[src/rtl/sis_pkg.sv]
// ----------------------------------------------------------------------------
// sis_pkg: shared types and constants of the sorted integer set
// Request kinds, status codes and the control word broadcast to every cell.
// ----------------------------------------------------------------------------
`default_nettype none

package sis_pkg;

    localparam int CAPACITY_DEF = 16;   // entries held by default
    localparam int WORD_W       = 32;   // element width
    localparam int POS_W        = 4;    // position field width
    localparam int COUNT_W      = 5;    // reported count width
    localparam int STATUS_W     = 3;

    typedef logic signed [WORD_W-1:0] t_word;

    typedef enum logic [1:0] {
        REQ_ADD   = 2'd0,
        REQ_DEL   = 2'd1,
        REQ_QUERY = 2'd2,
        REQ_READ  = 2'd3
    } t_req;

    typedef enum logic [STATUS_W-1:0] {
        ST_OK     = 3'd0,
        ST_DUP    = 3'd1,
        ST_FULL   = 3'd2,
        ST_ABSENT = 3'd3,
        ST_RANGE  = 3'd4
    } t_status;

    // Broadcast to all cells for one request.
    typedef struct packed {
        logic  ins;     // insert value at its sorted slot
        logic  del;     // remove the entry at the slot
        t_word value;   // request value
    } t_cell_ctl;

endpackage

`default_nettype wire

[src/rtl/sis_cell.sv]
// ----------------------------------------------------------------------------
// sis_cell: one slot of the sorted chain
// Holds one entry, compares it with the request value and on a change loads
// from its left neighbor (insert), its right neighbor (remove) or the value.
// ----------------------------------------------------------------------------
`default_nettype none

module sis_cell
    import sis_pkg::*;
#(
    parameter int CAPACITY = CAPACITY_DEF,
    parameter int IDX      = 0,
    localparam int CW      = $clog2(CAPACITY + 1)
) (
    input  wire logic          i_clk,
    input  wire t_cell_ctl     i_ctl,
    input  wire logic [CW-1:0] i_count,
    input  wire t_word         i_left_entry,
    input  wire logic          i_left_lt,      // left neighbor holds a smaller value
    input  wire t_word         i_right_entry,
    output t_word              o_entry,
    output logic               o_lt,           // valid and entry < value
    output logic               o_eq            // valid and entry == value
);

    t_word r_entry;
    t_word n_entry;
    logic  w_valid;

    assign w_valid = (i_count > CW'(IDX));
    assign o_lt    = w_valid && (r_entry < i_ctl.value);
    assign o_eq    = w_valid && (r_entry == i_ctl.value);
    assign o_entry = r_entry;

    always_comb begin
        n_entry = r_entry;
        if (i_ctl.ins && !o_lt) begin
            // slot cell takes the value, cells past it shift up
            n_entry = i_left_lt ? i_ctl.value : i_left_entry;
        end else if (i_ctl.del && !o_lt) begin
            n_entry = i_right_entry;
        end
    end

    always_ff @(posedge i_clk) begin
        r_entry <= n_entry;
    end

endmodule

`default_nettype wire

[src/rtl/sorted_integer_set.sv]
// ----------------------------------------------------------------------------
// sorted_integer_set: ordered set of distinct signed 32-bit integers
// A row of compare-and-shift cells keeps up to CAPACITY values ascending.
// ----------------------------------------------------------------------------
// Usage:
//   Requests come in on the s_axis channel: tuser carries the request kind
//   (add, remove, query, read position), tdata the value and the position.
//   Each request yields exactly one result on m_axis: tuser carries the
//   presence flag and status, tdata the count after the request and the
//   element read (zero unless a read succeeds).
//   All cells compare against the request value in parallel; the slot is
//   where the "smaller than value" flags end. Insert shifts cells at and past
//   the slot up by one, remove shifts them down by one, all at the accepting edge.
//   The result is registered at the edge that accepts the request.
//   Throughput: one request per cycle; the next request is taken in the same
//   cycle the previous result is taken, set by the single output register.
//   When the receiver stalls, the result holds and s_axis_tready drops until
//   the result is taken.
//   Reset (i_rst_n low, synchronous) empties the set and drops any pending
//   result; s_axis_tready stays low while reset is held. Entry contents are
//   not cleared, the count alone marks them valid.
// ----------------------------------------------------------------------------
`default_nettype none

module sorted_integer_set
    import sis_pkg::*;
#(
    parameter int CAPACITY = CAPACITY_DEF
) (
    input  wire logic        i_clk,
    input  wire logic        i_rst_n,
    input  wire logic        s_axis_tvalid,
    output logic             s_axis_tready,
    input  wire logic [39:0] s_axis_tdata,   // [31:0] value, [35:32] position, pad
    input  wire logic [1:0]  s_axis_tuser,   // [1:0] req_type
    output logic             m_axis_tvalid,
    input  wire logic        m_axis_tready,
    output logic [39:0]      m_axis_tdata,   // [4:0] count, [36:5] element, pad
    output logic [3:0]       m_axis_tuser    // [0] present, [3:1] status
);

    localparam int CW  = $clog2(CAPACITY + 1);
    localparam int PW  = (CW > POS_W) ? CW : POS_W;
    localparam int RDN = (CAPACITY < (1 << POS_W)) ? CAPACITY : (1 << POS_W);

    // request fields
    t_req              w_req;
    t_word             w_value;
    logic [POS_W-1:0]  w_pos;
    logic              w_accept;

    // cell row
    t_cell_ctl         w_ctl;
    t_word             w_entry [CAPACITY];
    logic [CAPACITY-1:0] w_lt;
    logic [CAPACITY-1:0] w_eq;

    logic              w_held;
    logic              w_full;
    logic              w_rd_ok;
    t_word             w_rd_entry;

    logic [CW-1:0]     r_count;
    logic [CW-1:0]     n_count;
    t_status           n_status;
    t_word             n_elem;

    logic              r_out_valid;
    logic              r_present;
    t_status           r_status;
    logic [COUNT_W-1:0] r_count_out;
    t_word             r_elem;

    assign w_req   = t_req'(s_axis_tuser);
    assign w_value = s_axis_tdata[WORD_W-1:0];
    assign w_pos   = s_axis_tdata[WORD_W+POS_W-1:WORD_W];

    // one output register: free when empty or being drained
    assign s_axis_tready = i_rst_n && (!r_out_valid || m_axis_tready);
    assign w_accept      = s_axis_tvalid && s_axis_tready;

    assign w_held = |w_eq;
    assign w_full = (r_count == CW'(CAPACITY));
    assign w_rd_ok = (PW'(w_pos) < PW'(r_count));

    // position mux over the readable cells
    always_comb begin
        w_rd_entry = '0;
        for (int i = 0; i < RDN; i++) begin
            if (w_pos == POS_W'(i)) begin
                w_rd_entry = w_entry[i];
            end
        end
    end

    // request decode
    always_comb begin
        w_ctl.ins   = 1'b0;
        w_ctl.del   = 1'b0;
        w_ctl.value = w_value;
        n_count     = r_count;
        n_status    = ST_OK;
        n_elem      = '0;
        unique case (w_req)
            REQ_ADD: begin
                if (w_held) begin
                    n_status = ST_DUP;
                end else if (w_full) begin
                    n_status = ST_FULL;
                end else begin
                    w_ctl.ins = w_accept;
                    n_count   = r_count + CW'(1);
                end
            end
            REQ_DEL: begin
                if (!w_held) begin
                    n_status = ST_ABSENT;
                end else begin
                    w_ctl.del = w_accept;
                    n_count   = r_count - CW'(1);
                end
            end
            REQ_QUERY: begin
                n_status = ST_OK;
            end
            REQ_READ: begin
                if (w_rd_ok) begin
                    n_elem = w_rd_entry;
                end else begin
                    n_status = ST_RANGE;
                end
            end
        endcase
    end

    // cell chain
    for (genvar g = 0; g < CAPACITY; g++) begin : g_cell
        t_word w_left;
        t_word w_right;
        logic  w_left_lt;

        if (g == 0) begin : g_first
            assign w_left    = '0;
            assign w_left_lt = 1'b1;   // head cell is the slot once it is not smaller
        end else begin : g_mid
            assign w_left    = w_entry[g-1];
            assign w_left_lt = w_lt[g-1];
        end

        if (g == CAPACITY - 1) begin : g_last
            assign w_right = '0;
        end else begin : g_inner
            assign w_right = w_entry[g+1];
        end

        sis_cell #(
            .CAPACITY (CAPACITY),
            .IDX      (g)
        ) u_cell (
            .i_clk         (i_clk),
            .i_ctl         (w_ctl),
            .i_count       (r_count),
            .i_left_entry  (w_left),
            .i_left_lt     (w_left_lt),
            .i_right_entry (w_right),
            .o_entry       (w_entry[g]),
            .o_lt          (w_lt[g]),
            .o_eq          (w_eq[g])
        );
    end

    // fill count
    always_ff @(posedge i_clk) begin
        if (!i_rst_n) begin
            r_count <= '0;
        end else if (w_accept) begin
            r_count <= n_count;
        end
    end

    // result register
    always_ff @(posedge i_clk) begin
        if (!i_rst_n) begin
            r_out_valid <= 1'b0;
        end else if (w_accept) begin
            r_out_valid <= 1'b1;
        end else if (m_axis_tready) begin
            r_out_valid <= 1'b0;
        end
    end

    always_ff @(posedge i_clk) begin
        if (w_accept) begin
            r_present   <= w_held;
            r_status    <= n_status;
            r_count_out <= COUNT_W'(n_count);
            r_elem      <= n_elem;
        end
    end

    assign m_axis_tvalid = r_out_valid;
    assign m_axis_tdata  = {3'b000, r_elem, r_count_out};
    assign m_axis_tuser  = {r_status, r_present};

    // ------------------------------------------------------------------
    // checks
    // ------------------------------------------------------------------
    a_count_bound: assert property (@(posedge i_clk) disable iff (!i_rst_n)
        r_count <= CW'(CAPACITY))
        else $error("fill count above capacity");

    a_add_grows: assert property (@(posedge i_clk) disable iff (!i_rst_n)
        w_accept && (w_req == REQ_ADD) && !w_held && !w_full
        |=> r_count == $past(r_count) + CW'(1))
        else $error("successful add did not grow the set");

    a_query_keeps: assert property (@(posedge i_clk) disable iff (!i_rst_n)
        w_accept && ((w_req == REQ_QUERY) || (w_req == REQ_READ))
        |=> r_count == $past(r_count))
        else $error("lookup changed the count");

    a_elem_zero: assert property (@(posedge i_clk) disable iff (!i_rst_n)
        r_out_valid && (r_status != ST_OK) |-> r_elem == '0)
        else $error("element set on a failed request");

endmodule

`default_nettype wire
[config.mk]
export PLATFORM = sky130hd
export DESIGN_NAME = sorted_integer_set
export DESIGN_NICKNAME = d
export VERILOG_FILES = /design/src/rtl/sis_pkg.sv /design/src/rtl/sis_cell.sv /design/src/rtl/sorted_integer_set.sv
export SDC_FILE = /design/constraint.sdc
export NUM_CORES = 2
export LEC_CHECK = 0
export ABC_AREA = 1
export BUFFER_PORTS_ARGS = -buffer_cell sky130_fd_sc_hd__buf_2
export CAP_MARGIN = 10
export CORE_ASPECT_RATIO = 1.1
export CORE_MARGIN = 3
export CORE_UTILIZATION = 50
export DETAILED_ROUTE_END_ITERATION = 10
export PLACE_DENSITY_LB_ADDON = 0.08
export SLEW_MARGIN = 40
export SYNTH_ARGS = -nofsm -noshare
export SYNTH_HDL_FRONTEND = slang
export SYNTH_HIERARCHICAL = 1
export SYNTH_SLANG_ARGS = --single-unit
[constraint.sdc]
create_clock -name i_clk -period 5.3 [get_ports i_clk]
set_input_delay 0.265 -clock i_clk [delete_from_list [all_inputs] [get_ports i_clk]]
set_output_delay 0.265 -clock i_clk [all_outputs]
set_load 0.03 [all_outputs]
==> impl_metrics.env <==
export IMPL_drt_iter0_markers=3425
export IMPL_finalSetupTns_ps=0
export IMPL_cp_arrival_ps=4650
export IMPL_async_flop_share=0
export IMPL_r2r_start="g_cell[0].u_cell/o_entry[31]"
export IMPL_synth_cells=6933
export IMPL_pre_cts_ws_ps=633
export IMPL_p_leak_nw=26.6
export IMPL_yosys_area_top_type="edfxtp_1"
export IMPL_cts_setup_buffers=0
export IMPL_synth_seq_area_share=0.341
export IMPL_worst_slack_ps=908
export IMPL_vias_per_cell=5.29
export IMPL_start_util=0.508
export IMPL_drive_above_1_share=0.0643
export IMPL_fp_dieW_um=304
export IMPL_max_slew_worst_pin_slew_ps=822
export IMPL_cts_tree="yes"
export IMPL_nets=7510
export IMPL_syn_area_mm2=0.0490
export IMPL_period_needed_ps=4390
export IMPL_min_from="s_axis_tuser[0]"
export IMPL_first_pass_iters=6
export IMPL_synth_edff_count=553
export IMPL_ctsResizeCount=0
export IMPL_core_mm2=0.0965
export IMPL_reg2reg_depth=17
export IMPL_clk_latency_ps=630
export IMPL_ios=92
export IMPL_grt_pass1_wl_um=227000
export IMPL_synth_seq_cells=559
export IMPL_whs_endpoint="r_status[2]"
export IMPL_r2r_setup_slack_ps=910
export IMPL_drt_wl_total_um=144000
export IMPL_cp_max_fo=32
export IMPL_synth_area_top_cells="edfxtp_1 34%, nand2_1 16%, ha_1 13%"
export IMPL_required_ps=5550
export IMPL_grt_max_degree=64
export IMPL_holdBufCountCts=3
export IMPL_die_area_mm2=0.102
export IMPL_hold_path_depth=3
export IMPL_maxSlewViolCount=0
export IMPL_ys_warn_count=6
export IMPL_rows=119
export IMPL_die_y_um=334
export IMPL_clk_path_buf_depth=3
export IMPL_clkTransAtPathRegs_ps=60
export IMPL_vias=43800
export IMPL_drtAntennaViolNets=0
export IMPL_root_buffer="clkbuf_16"
export IMPL_port_buffers=84
export IMPL_ys_flop_type="edfxtp_1"
export IMPL_hold_viol=0
export IMPL_r2r_end="g_cell[0].u_cell/o_entry[21]"
export IMPL_rsz0062_at_grt="false"
export IMPL_htreeDepth=3
export IMPL_overflow=0
export IMPL_min_path_type="in2reg"
export IMPL_grt_total_usage=0.276
export IMPL_worst_ir_drop_vdd_mv=0.228
export IMPL_cp_end_kind="flop"
export IMPL_wl_per_cell_um=17.4
export IMPL_post_route_util=0.548
export IMPL_outcome="finished clean"
export IMPL_layout_commonest_cell="nand2_1"
export IMPL_max_slew_margin=0.450
export IMPL_cts_made_buffers=72
export IMPL_dp_hpwl_um=115000
export IMPL_syn_area_per_cell_um2=7.07
export IMPL_fin_skew_ps=33.9
export IMPL_gp_congestion=0.887
export IMPL_cp_start_kind="flop"
export IMPL_setup_viol=0
export IMPL_yosysUniqueCellTypes=51
export IMPL_layout_common_cells="2026 x nand2_1, 837 x nor2_1, 810 x inv_1"
export IMPL_powerDensity_mw_per_mm2=215
export IMPL_clock_sinks=559
export IMPL_antenna_found_initial=0
export IMPL_max_freq_mhz=228
export IMPL_path_class="reg2reg"
export IMPL_drcViolationCount=0
export IMPL_netlist_area_leader_share=0.339
export IMPL_cap_violations=0
export IMPL_antenna_cells=0
export IMPL_grt_pass1_vias=41900
export IMPL_finalCritPeriodShare=0.829
export IMPL_fillers=9355
export IMPL_syn_to_final_growth_pct=7.97
==> metrics by stage <==
step	cell area [um2]	std cells	power [mW]	hold slack, ps
after global placement	50700	8140	6.66	494
after floorplan	49200	6999	6.19	382
after detailed placement	50700	8140	6.71	507
after global routing	52900	8269	11.9	31.8
after CTS	52900	8269	11.5	3.57
final	52900	8269	11.4	38.4
==> worst max-delay path by stage <==
stage                                       startpoint                           end  slack (ps)  depth (start not counted)
after detailed placement              s_axis_tdata[31]  g_cell[0].u_cell/o_entry[27]         630                         19
after global routing                        r_count[3]  g_cell[7].u_cell/o_entry[23]         730                         17
final                     g_cell[0].u_cell/o_entry[31]  g_cell[0].u_cell/o_entry[21]         910                         17
after floorplan           g_cell[5].u_cell/o_entry[31]   g_cell[5].u_cell/o_entry[0]         780                         17
after global placement                s_axis_tdata[31]  g_cell[1].u_cell/o_entry[26]         680                         19
after CTS                 g_cell[0].u_cell/o_entry[31]  g_cell[0].u_cell/o_entry[23]         920                         17
==> sequential cells by signal (all words and copies together), names as in the netlist <==
name / cells
r_elem: 32
g_cell.u_cell/o_entry: 512
r_count: 5
r_present: 1
r_count_out: 5
m_axis_tvalid: 1
r_status: 3
==> per-layer routing <==
layer | track usage | wire, um | vias to the layer above
met1 | 0.358 | 61800 | 19800
met2 | 0.486 | 70800 | 1093
met5 | 0 | 0 | -
met4 | 0.0787 | 3570 | 0
li1 | - | - | 22700
met3 | 0.0307 | 7950 | 177
==> area by class of cell <==
type	instances	area, um2	area share
Timing Repair Buffer	206	1580	0.0299
Multi-Input combinational cell	5278	27700	0.523
Inverter	830	3120	0.0590
Clock buffer	97	2020	0.0382
Clock inverter	29	180	0.00341
Tap cell	1270	1590	0.0300
Sequential cell	559	16700	0.316
==> where the power goes <==
group	switching [mW]	total (mW)	internal (mW)
clock	2.00	4.75	2.75
sequential	0.0761	5.02	4.95
combinational	1.11	1.62	0.513
total	3.18	11.4	8.21
==> critical path, cell delays in order (launching register included) <==
cell and delay (ps):
edfxtp_1 440, ha_1 370, nand2_1 90, nor2_2 120, nand2_1 120, nor2_1 250, inv_1 60, nor4_1 470
nor2_1 180, nand2_1 170, nor2_1 70, nand2_1 360, nand2_1 170, nor2_1 120, buf_4 340, nor2_1 140
nor2_4 120, buf_4 400
==> synthesized netlist by cell type (10+ instances only) <==
master and number:
nand2_1 2026, nor2_1 861, inv_1 826, a21oi_1 761, nand3_1 631, edfxtp_1 553
ha_1 517, clkbuf_1 211, nand4_1 119, o21ai_0 48, buf_4 47, buf_6 42
o21a_1 32, a21o_1 24, buf_2 22, nor2_2 17, or2_2 17, mux2_2 16
nand2_4 16, nand3_4 16, nor3_1 16, or2_0 10
==> kinds of logic (layout without fill, tap and decap cells) <==
logic type,after synthesis,count (layout),synth area share
adder cells (fa/ha/maj),517,517,0.132
other,2,68,0.000153
flip-flops,559,559,0.341
AO/OA/AOI/OAI,888,888,0.0948
buffers and inverters,1162,1162,0.101
AND/OR/NAND/NOR,3786,3786,0.327
XOR/XNOR,3,3,0.000536
multiplexers,16,16,0.00368
(Power assumes the default switching activity.)
